$ cat src/hw/rtl/div_tima_timer_step_top_defines.svh
// Assertion helpers shared by the timer RTL.
// Each macro expands to a labelled concurrent assertion, or to nothing in synthesis.
`ifndef DIV_TIMA_TIMER_STEP_TOP_DEFINES_SVH
`define DIV_TIMA_TIMER_STEP_TOP_DEFINES_SVH

`ifndef SYNTHESIS
`define DTT_ASSERT_IMP(lbl, clk, rst, ante, cons, msg) \
  lbl: assert property (@(posedge clk) disable iff (rst) (ante) |-> (cons)) else $error(msg);
`define DTT_ASSERT_NXT(lbl, clk, rst, ante, cons, msg) \
  lbl: assert property (@(posedge clk) disable iff (rst) (ante) |=> (cons)) else $error(msg);
`else
`define DTT_ASSERT_IMP(lbl, clk, rst, ante, cons, msg)
`define DTT_ASSERT_NXT(lbl, clk, rst, ante, cons, msg)
`endif

`endif

$ cat src/hw/rtl/dtt_pkg.sv
package dtt_pkg;

  localparam int ACC_W  = 16;  // cycle accumulators and divider dividend
  localparam int PER_W  = 11;  // divisors up to 2047
  localparam int CNT_W  = 8;   // DIV and TIMA
  localparam int DOTS_W = 10;
  localparam int TAC_W  = 3;
  localparam int DATA_W = 24;  // both stream buses, padded to whole bytes
  localparam int STEP_W = $clog2(ACC_W + 1);

  localparam int TAC_EN_BIT = 2;

  localparam int DOTS_PER_CYCLE_DEF = 4;
  localparam int DIV_PERIOD_DEF     = 64;
  localparam int PERIOD_SEL0_DEF    = 256;
  localparam int PERIOD_SEL1_DEF    = 4;
  localparam int PERIOD_SEL2_DEF    = 16;
  localparam int PERIOD_SEL3_DEF    = 64;

  typedef enum logic [3:0] {
    ST_IDLE,
    ST_CYC,
    ST_ACC,
    ST_DIVW,
    ST_TST,
    ST_TIMAW,
    ST_WRST,
    ST_WRAPW,
    ST_EMIT
  } state_t;

  typedef struct packed {
    logic             start;
    logic [ACC_W-1:0] dividend;
    logic [PER_W-1:0] divisor;
  } div_req_t;

  typedef struct packed {
    logic             done;
    logic [ACC_W-1:0] quotient;
    logic [PER_W-1:0] remainder;
  } div_rsp_t;

  // A period of zero is replaced by one.
  function automatic logic [PER_W-1:0] safe_period(int p);
    logic [PER_W-1:0] r;
    r = (p == 0) ? PER_W'(1) : p[PER_W-1:0];
    return r;
  endfunction

endpackage

$ cat src/hw/rtl/div_tima_timer_step_top.sv
// DIV/TIMA timer stepped by spans of elapsed dot clocks. Each request carries the dots
// since the previous step plus the DIV-write, stop, TAC and TMA inputs; it yields one
// result with DIV, TIMA and the overflow interrupt flag. All divisions (dots to machine
// cycles, DIV ticks, TIMA ticks and the TMA wrap) run on one shared restoring divider
// that resolves one quotient bit per clock, and a step needs one to four divisions.
// A stopped CPU skips the DIV division, a disabled timer skips the TIMA divisions, and
// the wrap division is only run when TIMA overflows. s_tready is high only while the
// sequencer is idle; a finished result sits in the output register until taken, and
// the next request may be accepted meanwhile.
`include "div_tima_timer_step_top_defines.svh"

module div_tima_timer_step_top #(
  parameter int DOTS_PER_CYCLE = dtt_pkg::DOTS_PER_CYCLE_DEF,
  parameter int DIV_PERIOD     = dtt_pkg::DIV_PERIOD_DEF,
  parameter int PERIOD_SEL0    = dtt_pkg::PERIOD_SEL0_DEF,
  parameter int PERIOD_SEL1    = dtt_pkg::PERIOD_SEL1_DEF,
  parameter int PERIOD_SEL2    = dtt_pkg::PERIOD_SEL2_DEF,
  parameter int PERIOD_SEL3    = dtt_pkg::PERIOD_SEL3_DEF
) (
  input  logic                       clk,
  input  logic                       rst,
  input  logic                       s_tvalid,
  output logic                       s_tready,
  // dots[9:0], div_reset[10], stopped[11], tac[14:12], tma[22:15], zero pad[23]
  input  logic [dtt_pkg::DATA_W-1:0] s_tdata,
  output logic                       m_tvalid,
  input  logic                       m_tready,
  // div_value[7:0], tima_value[15:8], timer_irq[16], zero pad[23:17]
  output logic [dtt_pkg::DATA_W-1:0] m_tdata
);

  localparam logic [dtt_pkg::PER_W-1:0] DPC_DVS = dtt_pkg::safe_period(DOTS_PER_CYCLE);
  localparam logic [dtt_pkg::PER_W-1:0] DIV_DVS = dtt_pkg::safe_period(DIV_PERIOD);
  localparam logic [dtt_pkg::PER_W-1:0] PER_TAB [4] = '{
    dtt_pkg::safe_period(PERIOD_SEL0),
    dtt_pkg::safe_period(PERIOD_SEL1),
    dtt_pkg::safe_period(PERIOD_SEL2),
    dtt_pkg::safe_period(PERIOD_SEL3)
  };

  dtt_pkg::state_t state, state_next;
  dtt_pkg::div_req_t dv_req;
  dtt_pkg::div_rsp_t dv_rsp;

  // Request fields, held for the whole step.
  logic                       div_reset_r;
  logic                       stopped_r;
  logic [dtt_pkg::TAC_W-1:0]  tac_r;
  logic [dtt_pkg::CNT_W-1:0]  tma_r;

  // Timer state.
  logic [dtt_pkg::ACC_W-1:0]  div_accum;
  logic [dtt_pkg::ACC_W-1:0]  tima_accum;
  logic [dtt_pkg::CNT_W-1:0]  div_count;
  logic [dtt_pkg::CNT_W-1:0]  tima_count;
  logic                       irq_r;
  logic [dtt_pkg::ACC_W-1:0]  rest;

  logic [dtt_pkg::CNT_W-1:0]  div_out;
  logic [dtt_pkg::CNT_W-1:0]  tima_out;
  logic                       irq_out;

  logic                       in_acc;
  logic                       out_load;
  logic                       tima_en;
  logic [dtt_pkg::ACC_W:0]    tima_sum;
  logic [dtt_pkg::CNT_W:0]    span;

  assign in_acc  = s_tvalid && s_tready;
  assign tima_en = tac_r[dtt_pkg::TAC_EN_BIT];
  // TIMA plus its tick count; anything at or above 256 means overflow.
  assign tima_sum = {1'b0, dv_rsp.quotient} + (dtt_pkg::ACC_W + 1)'(tima_count);
  // Counting range after a reload: TMA up to 0xFF.
  assign span = (dtt_pkg::CNT_W + 1)'(1 << dtt_pkg::CNT_W) - {1'b0, tma_r};

  dtt_divider u_div (
    .clk (clk),
    .rst (rst),
    .req (dv_req),
    .rsp (dv_rsp)
  );

  always_ff @(posedge clk) begin
    if (rst) begin
      state <= dtt_pkg::ST_IDLE;
    end else begin
      state <= state_next;
    end
  end

  // Next state: each wait state hands over when the divider reports done.
  always_comb begin
    state_next = state;
    case (state)
      dtt_pkg::ST_IDLE: begin
        if (in_acc) state_next = dtt_pkg::ST_CYC;
      end
      dtt_pkg::ST_CYC: begin
        if (dv_rsp.done) state_next = dtt_pkg::ST_ACC;
      end
      dtt_pkg::ST_ACC: begin
        state_next = stopped_r ? dtt_pkg::ST_TST : dtt_pkg::ST_DIVW;
      end
      dtt_pkg::ST_DIVW: begin
        if (dv_rsp.done) state_next = dtt_pkg::ST_TST;
      end
      dtt_pkg::ST_TST: begin
        state_next = tima_en ? dtt_pkg::ST_TIMAW : dtt_pkg::ST_EMIT;
      end
      dtt_pkg::ST_TIMAW: begin
        if (dv_rsp.done) begin
          if (tima_sum[dtt_pkg::ACC_W:dtt_pkg::CNT_W] == '0) begin
            state_next = dtt_pkg::ST_EMIT;
          end else begin
            state_next = dtt_pkg::ST_WRST;
          end
        end
      end
      dtt_pkg::ST_WRST: begin
        state_next = dtt_pkg::ST_WRAPW;
      end
      dtt_pkg::ST_WRAPW: begin
        if (dv_rsp.done) state_next = dtt_pkg::ST_EMIT;
      end
      dtt_pkg::ST_EMIT: begin
        if (out_load) state_next = dtt_pkg::ST_IDLE;
      end
      default: begin
        state_next = dtt_pkg::ST_IDLE;
      end
    endcase
  end

  // Outputs: divider operands per state, request ready, result load.
  always_comb begin
    dv_req.start    = 1'b0;
    dv_req.dividend = '0;
    dv_req.divisor  = DPC_DVS;
    s_tready        = 1'b0;
    out_load        = 1'b0;
    case (state)
      dtt_pkg::ST_IDLE: begin
        // Hold off requests while in reset.
        s_tready        = !rst;
        dv_req.start    = s_tvalid && !rst;
        dv_req.dividend = dtt_pkg::ACC_W'(s_tdata[dtt_pkg::DOTS_W-1:0]);
        dv_req.divisor  = DPC_DVS;
      end
      dtt_pkg::ST_ACC: begin
        dv_req.start    = !stopped_r;
        dv_req.dividend = div_accum;
        dv_req.divisor  = DIV_DVS;
      end
      dtt_pkg::ST_TST: begin
        dv_req.start    = tima_en;
        dv_req.dividend = tima_accum;
        dv_req.divisor  = PER_TAB[tac_r[1:0]];
      end
      dtt_pkg::ST_WRST: begin
        dv_req.start    = 1'b1;
        dv_req.dividend = rest;
        dv_req.divisor  = dtt_pkg::PER_W'(span);
      end
      dtt_pkg::ST_EMIT: begin
        out_load = !m_tvalid || m_tready;
      end
      default: begin
        dv_req.start = 1'b0;
      end
    endcase
  end

  // Latch the request; the next block starts each step from a clear interrupt flag.
  always_ff @(posedge clk) begin
    if (in_acc) begin
      div_reset_r <= s_tdata[10];
      stopped_r   <= s_tdata[11];
      tac_r       <= s_tdata[14:12];
      tma_r       <= s_tdata[22:15];
    end
  end

  always_ff @(posedge clk) begin
    if (rst) begin
      div_accum  <= '0;
      tima_accum <= '0;
      div_count  <= '0;
      tima_count <= '0;
      irq_r      <= 1'b0;
    end else begin
      if (in_acc) begin
        irq_r <= 1'b0;
      end
      if (dv_rsp.done) begin
        case (state)
          dtt_pkg::ST_CYC: begin
            // Add this step's machine cycles; a DIV write clears DIV first.
            if (div_reset_r) begin
              div_accum <= dv_rsp.quotient;
              div_count <= '0;
            end else begin
              div_accum <= div_accum + dv_rsp.quotient;
            end
            tima_accum <= tima_accum + dv_rsp.quotient;
          end
          dtt_pkg::ST_DIVW: begin
            div_accum <= dtt_pkg::ACC_W'(dv_rsp.remainder);
            div_count <= div_count + dv_rsp.quotient[dtt_pkg::CNT_W-1:0];
          end
          dtt_pkg::ST_TIMAW: begin
            tima_accum <= dtt_pkg::ACC_W'(dv_rsp.remainder);
            if (tima_sum[dtt_pkg::ACC_W:dtt_pkg::CNT_W] == '0) begin
              tima_count <= tima_sum[dtt_pkg::CNT_W-1:0];
            end else begin
              irq_r <= 1'b1;
            end
          end
          dtt_pkg::ST_WRAPW: begin
            // Reload from TMA and keep counting inside its range.
            tima_count <= tma_r + dv_rsp.remainder[dtt_pkg::CNT_W-1:0];
          end
          default: begin
            irq_r <= irq_r;
          end
        endcase
      end
    end
  end

  // Ticks left after the first overflow from 0xFF.
  always_ff @(posedge clk) begin
    if (state == dtt_pkg::ST_TIMAW && dv_rsp.done) begin
      rest <= dtt_pkg::ACC_W'(tima_sum - (dtt_pkg::ACC_W + 1)'(1 << dtt_pkg::CNT_W));
    end
  end

  // Output register: hold the result until the sink takes it.
  always_ff @(posedge clk) begin
    if (rst) begin
      m_tvalid <= 1'b0;
    end else if (out_load) begin
      m_tvalid <= 1'b1;
    end else if (m_tready) begin
      m_tvalid <= 1'b0;
    end
  end

  always_ff @(posedge clk) begin
    if (out_load) begin
      div_out  <= div_count;
      tima_out <= tima_count;
      irq_out  <= irq_r;
    end
  end

  assign m_tdata = {7'b0, irq_out, tima_out, div_out};

  `DTT_ASSERT_NXT(a_accept_starts, clk, rst, in_acc, state == dtt_pkg::ST_CYC, "accepted request did not start the cycle division")
  `DTT_ASSERT_IMP(a_done_in_wait, clk, rst, dv_rsp.done, state == dtt_pkg::ST_CYC || state == dtt_pkg::ST_DIVW || state == dtt_pkg::ST_TIMAW || state == dtt_pkg::ST_WRAPW, "divider finished outside a wait state")
  `DTT_ASSERT_IMP(a_wrap_has_irq, clk, rst, state == dtt_pkg::ST_WRAPW, irq_r, "wrap division without overflow flag")
  `DTT_ASSERT_NXT(a_emit_loads, clk, rst, out_load, m_tvalid && state == dtt_pkg::ST_IDLE, "result load did not present a result")

endmodule

$ cat src/hw/rtl/dtt_divider.sv
// Restoring divider: one quotient bit per cycle, done pulses when results are final.
module dtt_divider (
  input  logic              clk,
  input  logic              rst,
  input  dtt_pkg::div_req_t req,
  output dtt_pkg::div_rsp_t rsp
);

  logic                        busy;
  logic                        done;
  logic [dtt_pkg::STEP_W-1:0]  cnt;
  logic [dtt_pkg::ACC_W-1:0]   quo;
  logic [dtt_pkg::PER_W-1:0]   rem;
  logic [dtt_pkg::PER_W-1:0]   dvs;
  logic [dtt_pkg::PER_W:0]     shifted;
  logic                        fits;

  assign shifted = {rem, quo[dtt_pkg::ACC_W-1]};
  assign fits    = (shifted >= {1'b0, dvs});

  always_ff @(posedge clk) begin
    if (rst) begin
      busy <= 1'b0;
      done <= 1'b0;
      cnt  <= '0;
    end else begin
      done <= busy && (cnt == dtt_pkg::STEP_W'(1));
      if (req.start) begin
        busy <= 1'b1;
        cnt  <= dtt_pkg::STEP_W'(dtt_pkg::ACC_W);
      end else if (busy) begin
        cnt <= cnt - dtt_pkg::STEP_W'(1);
        if (cnt == dtt_pkg::STEP_W'(1)) begin
          busy <= 1'b0;
        end
      end
    end
  end

  always_ff @(posedge clk) begin
    if (req.start) begin
      quo <= req.dividend;
      dvs <= req.divisor;
      rem <= '0;
    end else if (busy) begin
      quo <= {quo[dtt_pkg::ACC_W-2:0], fits};
      if (fits) begin
        rem <= dtt_pkg::PER_W'(shifted - {1'b0, dvs});
      end else begin
        rem <= shifted[dtt_pkg::PER_W-1:0];
      end
    end
  end

  assign rsp.done      = done;
  assign rsp.quotient  = quo;
  assign rsp.remainder = rem;

endmodule
$ cat config.mk
export PLATFORM = sky130hd
export DESIGN_NAME = div_tima_timer_step_top
export DESIGN_NICKNAME = d
export VERILOG_FILES = /design/src/hw/rtl/dtt_pkg.sv /design/src/hw/rtl/div_tima_timer_step_top.sv /design/src/hw/rtl/dtt_divider.sv
export VERILOG_INCLUDE_DIRS = /design/src /design/src/hw/rtl
export SDC_FILE = /design/constraint.sdc
export NUM_CORES = 1
export LEC_CHECK = 0
export BUFFER_PORTS_ARGS = -buffer_cell sky130_fd_sc_hd__buf_2
export CORE_ASPECT_RATIO = 1.25
export CORE_MARGIN = 5
export CORE_UTILIZATION = 50
export CTS_BUF_LIST = sky130_fd_sc_hd__clkbuf_16
export DETAILED_ROUTE_END_ITERATION = 6
export PLACE_DENSITY_LB_ADDON = 0.1
export REMOVE_ABC_BUFFERS = 1
export SETUP_SLACK_MARGIN = 0.15
export SYNTH_ARGS = -nofsm -noshare
export SYNTH_HDL_FRONTEND = slang
export SYNTH_HIERARCHICAL = 1
export SYNTH_SLANG_ARGS = --single-unit
$ cat constraint.sdc
create_clock -name clk -period 3.9 [get_ports clk]
set_input_delay 0.78 -clock clk [delete_from_list [all_inputs] [get_ports clk]]
set_output_delay 0.78 -clock clk [all_outputs]
set_load 0.05 [all_outputs]
==> reports/results.ini, run 1 <==
[run_status]
status=complete, no violations

[routing]
dr.pass1.iters=6
finalWirelength_um=25000
met3_length_um=1400
remaining_drc_errors=0
drt-met1-wl_um=10800
routed.top_layer=met4
first_iter_violations=533
vias_per_cell=5.96
dr_wl_met2_um=12200
vias=7816
wl_per_cell_um=19.1
ant_nets=0

[die]
io_pins=54
dieHeight_um=164
die-width_um=133
start_util_pct=50.7
core_area_um2=18700
rows=56
dieArea_um2=21800

[timing]
timing.final.ws_setup_ns=0.422
slew_viol_final=0
fin_crit_sh_pct=89.2
holdWs_ns=0.461
final.min_clock_period_ns=3.48
fmax_mhz=288
setup_viol=0
rsz0062_at_grt=no
worst_pin_slew_ns=0.937
relSlewSlack_pct=37.5
final_hold_viol_count=0
setup-tns-final_ns=0
fin_skew_ns=0.00715

[synthesis]
yosysWarnings=6
synth_edf_count=73
yosysTopAreaCellShare_pct=23.1
async_reset_ff_share_pct=0
yosysTopAreaCell=edfxtp_1
ys_ff_latch=145
yosysSeqAreaShare_pct=38.3
syn_inst=1014
synthFlopType=edfxtp_1
synth_area_leaders=edfxtp_1, dfxtp_1, ha_1
synth_cell_type_count=91
syn_avg_cell_area_um2=9.36
syn_area_um2=9490

[grt]
antenna_found_initial=0
grt_overflow=0
grt_max_degree=43
grt_util_all_layers_pct=23.2
grt_pass1_wl_um=40000
grt_pass1_vias=7540

[final_layout]
instances_no_fill=1311
nets=1168
final_common_cell=nand2_1
final_cell_mix=nand2_1, nor2_1, edfxtp_1
antenna_cells=0
fin_util_pct=56.6
drive_above_1_share_pct=16.0
stdcell_area_um2=10600
syn2layout_area_growth_pct=11.6

[setup_path]
cp_num_cells=15
critical_path_class=reg2reg
cp_data_required_time_ns=4.19
arrival_ns=3.77
crit_chain=ha_1, fa_1, a21oi_2, o21ai_2, a2111oi_4, nor2_1, xnor2_1, ha_1, inv_1, a211oi_2, nand4_2, a21oi_4, buf_12, mux2i_1, nor2_1
cp.buffers_inverters=2
cp_top_family=compound AO/OA/AOI/OAI gates
cp-end-kind=register
max_stage_delay_ns=0.43
startpoint_type=register
rr_worst_depth=15
critical_path.max_fanout=15
critPathSlowestCell=fa_1

[cts]
cts.path.max_buffers=2
cts_hold_buf=0
clkTransAtPathRegs_ns=0.06
numCtsBuffers=17
cts_tree=yes
insertion_delay_ns=0.42
cts.htree.levels=4
cts.sinks=145
cts-root-buf=clkbuf_16

[placed_design]
dp_worst_setup_slack_ns=0.0993
routabilityCongestion=0.903
dp.cells=1277
dpl-instance-area_um2=10000
portBuffers=45
dp_hpwl_um=18400

[pwr]
leakagePower_nw=4.22
powerDensity_nw_per_um2=483
ir_drop_uv=339
power.total_mw=5.12

[min_path]
holdCritPathClass=reg2reg
min_path_cells=0

[job]
max_cap_viol_count=0

layer usage:
metal	vias to the layer above	global-route usage, %
met3	35	4.20
met2	192	40.0
li1	3862	-
met1	3727	29.5
met5	-	0
met4	0	8.23
power breakdown:
group / total (mW) / leakage [nW] / switching [mW] / internal, mW
clock network: 1.50 / 0.268 / 0.656 / 0.846
logic: 1.64 / 2.68 / 0.943 / 0.692
registers: 1.98 / 1.27 / 0.222 / 1.76
Yosys cell counts, drive strengths merged (17+ instances only):
cell type,instances
o21ai,48
edfxtp,73
buf,18
ha,68
xor2,26
clkbuf,35
inv,47
dfxtp,72
nor3,23
nand3,34
nand2,91
a22oi,32
mux2,19
a211oi,17
a21oi,68
nor2,88
a31oi,17
xnor2,42
path summary, 6_finish.rpt:
path	to	startpoint	slack (ns)
worst max-delay path	tima_count[7]	u_div/quo[0]	0.42
worst min-delay path	irq_out	irq_r	0.46
worst min register to register	irq_out	irq_r	0.46
worst max register to register	tima_count[7]	u_div/quo[0]	0.42
cell families (layout without fill, tap and decap cells):
| family | after synthesis | in the layout | synth area share [%] |
|---|---|---|---|
| adders and majority gates | 74 | 74 | 10.2 |
| other | 1 | 9 | 0.0395 |
| xor gates and xnor gates | 68 | 68 | 6.36 |
| AOI/OAI and AO/OA | 286 | 286 | 21.6 |
| muxes | 22 | 22 | 2.57 |
| DFF | 145 | 145 | 38.3 |
| and+or+nand+nor | 317 | 317 | 16.0 |
| buffers and inverters | 101 | 158 | 4.88 |
timing repair:
item,in CTS,in global routing
pin swaps,1,1
setup endpoints to repair,8,8
buffers inserted,1,1
gates resized for setup,0,1
cell type report:
| type | instances | area, um2 |
|---|---|---|
| Clock buffer | 18 | 450 |
| Clock inverter | 14 | 87.6 |
| Fill cell | 1736 | 8120 |
| Inverter | 48 | 180 |
| Multi-Input combinational cell | 776 | 5460 |
| Sequential cell | 145 | 3630 |
| Tap cell | 232 | 290 |
| Timing Repair Buffer | 78 | 485 |
sequential cells by signal, indices dropped and copies added (netlist names), 3 cells and up:
signal,cells
div_count,8
rest,16
div_accum,16
u_div/dvs,11
state,4
u_div/cnt,5
tima_out,8
u_div/quo,16
tac_r,3
tima_accum,16
u_div/rem,11
tima_count,8
div_out,8
tma_r,8
Power figures use the tool's default switching activity.
==> inputs of run 2 (changes only) <==
Settings changed: ABC_AREA from default to 1, RECOVER_POWER from default to 50.
==> reports/results.ini, run 2 <==
[die]
dieHeight_um=168
dieArea_um2=23000
core_area_um2=20000
rows=58
io_pins=54
start_util_pct=50.2
die-width_um=137

[routing]
vias_per_cell=5.40
finalWirelength_um=28300
ant_nets=0
vias=9179
remaining_drc_errors=0
first_iter_violations=638
dr.pass1.iters=5
wl_per_cell_um=16.7

[placed_design]
dp.cells=1669
dpl-instance-area_um2=10500
portBuffers=45
dp_hpwl_um=21300
routabilityCongestion=0.939

[pwr]
ir_drop_uv=341
powerDensity_nw_per_um2=494
leakagePower_nw=5.05

[final_layout]
multiInputGateArea_um2=5540
area.sequential_um2=3630
syn2layout_area_growth_pct=10.0
nets=1520
final_cell_mix=nand2_1, inv_1, nor2_1
instances_no_fill=1701
stdcell_area_um2=11000
drive_above_1_share_pct=8.11
nFillCells=1942
antenna_cells=0
final_common_cell=nand2_1

[setup_path]
startpoint_type=register
cp_data_required_time_ns=4.19
arrival_ns=3.59
critical_path_class=reg2reg
cp-end-kind=register
critical_path.max_fanout=17

[synthesis]
yosysMostFrequentCell=nand2_1
yosysTopAreaCellShare_pct=21.9
syn_area_um2=10000
syn_avg_cell_area_um2=7.29
synth_edf_count=73
synthFlopType=edfxtp_1
synth_area_leaders=edfxtp_1, nand2_1, dfxtp_1
ys_ff_latch=145
syn_inst=1375
synth_common_cells=nand2_1, inv_1, nor2_1
yosysSeqAreaShare_pct=36.3
yosysTopAreaCell=edfxtp_1
async_reset_ff_share_pct=0
yosysWarnings=6
synth_cell_type_count=54

[timing]
rsz0062_at_grt=no
fin_crit_sh_pct=84.7
slew_viol_final=0
worst_pin_slew_ns=1.09
relSlewSlack_pct=27.2
setup-tns-final_ns=0
fin_skew_ns=0.0102
setup_viol=0
holdWs_ns=0.460
final.min_clock_period_ns=3.30
final_hold_viol_count=0
fmax_mhz=303

[grt]
grt_overflow=0
grt_pass1_vias=8673
grt_pass1_wl_um=45000
antenna_found_initial=0
grt_max_degree=44
grt_util_all_layers_pct=25.2

[cts]
cts.sinks=145
clkTransAtPathRegs_ns=0.07
postCtsSetupRepairBufs=0
numCtsBuffers=17
cts.htree.levels=4
cts_hold_buf=0
insertion_delay_ns=0.43
cts-root-buf=clkbuf_16
cts.path.max_buffers=2
cts_tree=yes
ctsResizeCount=0

[min_path]
holdCritPathClass=reg2reg

[run_status]
status=complete, no violations

[job]
max_cap_viol_count=0

## run 2: cells by family (layout without fill, tap and decap cells)
| logic type | after synthesis | after routing | share of synthesized area, % |
|---|---|---|---|
| flip-flops | 145 | 145 | 36.3 |
| other | 1 | 9 | 0.0374 |
| adder cells (fa/ha/maj) | 74 | 74 | 9.69 |
| AND/OR/NAND/NOR | 713 | 713 | 31.0 |
| XOR/XNOR | 38 | 38 | 3.32 |
| AO/OA/AOI/OAI | 194 | 194 | 11.0 |
| buffers and inverters | 210 | 258 | 8.64 |
## run 2: report_power, final
part           internal (mW)  leakage (nW)  switching, mW
clock network          0.911         0.292          0.710
registers               1.76          1.26          0.267
logic                  0.621          3.49           1.18
## run 2: layer usage
layer / track usage (%) / routed length (um) / vias to the layer above
met5: 0 / 0 / -
met4: 9.69 / 845 / 0
met3: 4.27 / 1510 / 49
met2: 42.6 / 13800 / 257
met1: 32.1 / 12200 / 4249
li1: - / - / 4624
## run 2: worst paths after layout
check,slack [ns],cells after the start,endpoint,start
worst max-delay path,0.60,16,tima_count[1],u_div/quo[0]
worst min-delay path,0.46,0,irq_out,irq_r
worst max register to register,0.60,16,tima_count[1],u_div/quo[0]
worst min register to register,0.46,0,irq_out,irq_r
## run 2: metrics by stage
| stage | total power, mW | utilization (%) | setup slack (ns) |
|---|---|---|---|
| after floorplan | 3.32 | - | 0.401 |
| after global placement | 3.81 | 52.5 | 0.736 |
| after detailed placement | 3.83 | 52.5 | 0.670 |
| after CTS | 5.46 | 55.5 | 0.661 |
| after global routing | 5.80 | 55.2 | 0.288 |
| final | 5.45 | 55.2 | 0.597 |
## run 2: layout make-up
class                   instances  share of cell area, %
inverters                     168                   5.72
clock inverters                13                   1.02
flip-flops and latches        145                   33.0
repair buffers                 58                   2.61
well taps                     270                   3.07
clock buffers                  19                   4.31
multi-input cells            1028                   50.3
## run 2: critical path, stage by stage (launching register included)
cell      delay [ns]
edfxtp_1        0.51
ha_1            0.30
fa_1            0.45
nand3_1         0.12
nand3_1         0.16
nand2_1         0.12
nand2_2         0.09
xor2_1          0.30
ha_1            0.21
a21boi_0        0.17
nand2_1         0.09
nor2_2          0.12
nand2_2         0.09
nand2_4         0.17
nand2_1         0.10
nand2_1         0.12
a21oi_2         0.05
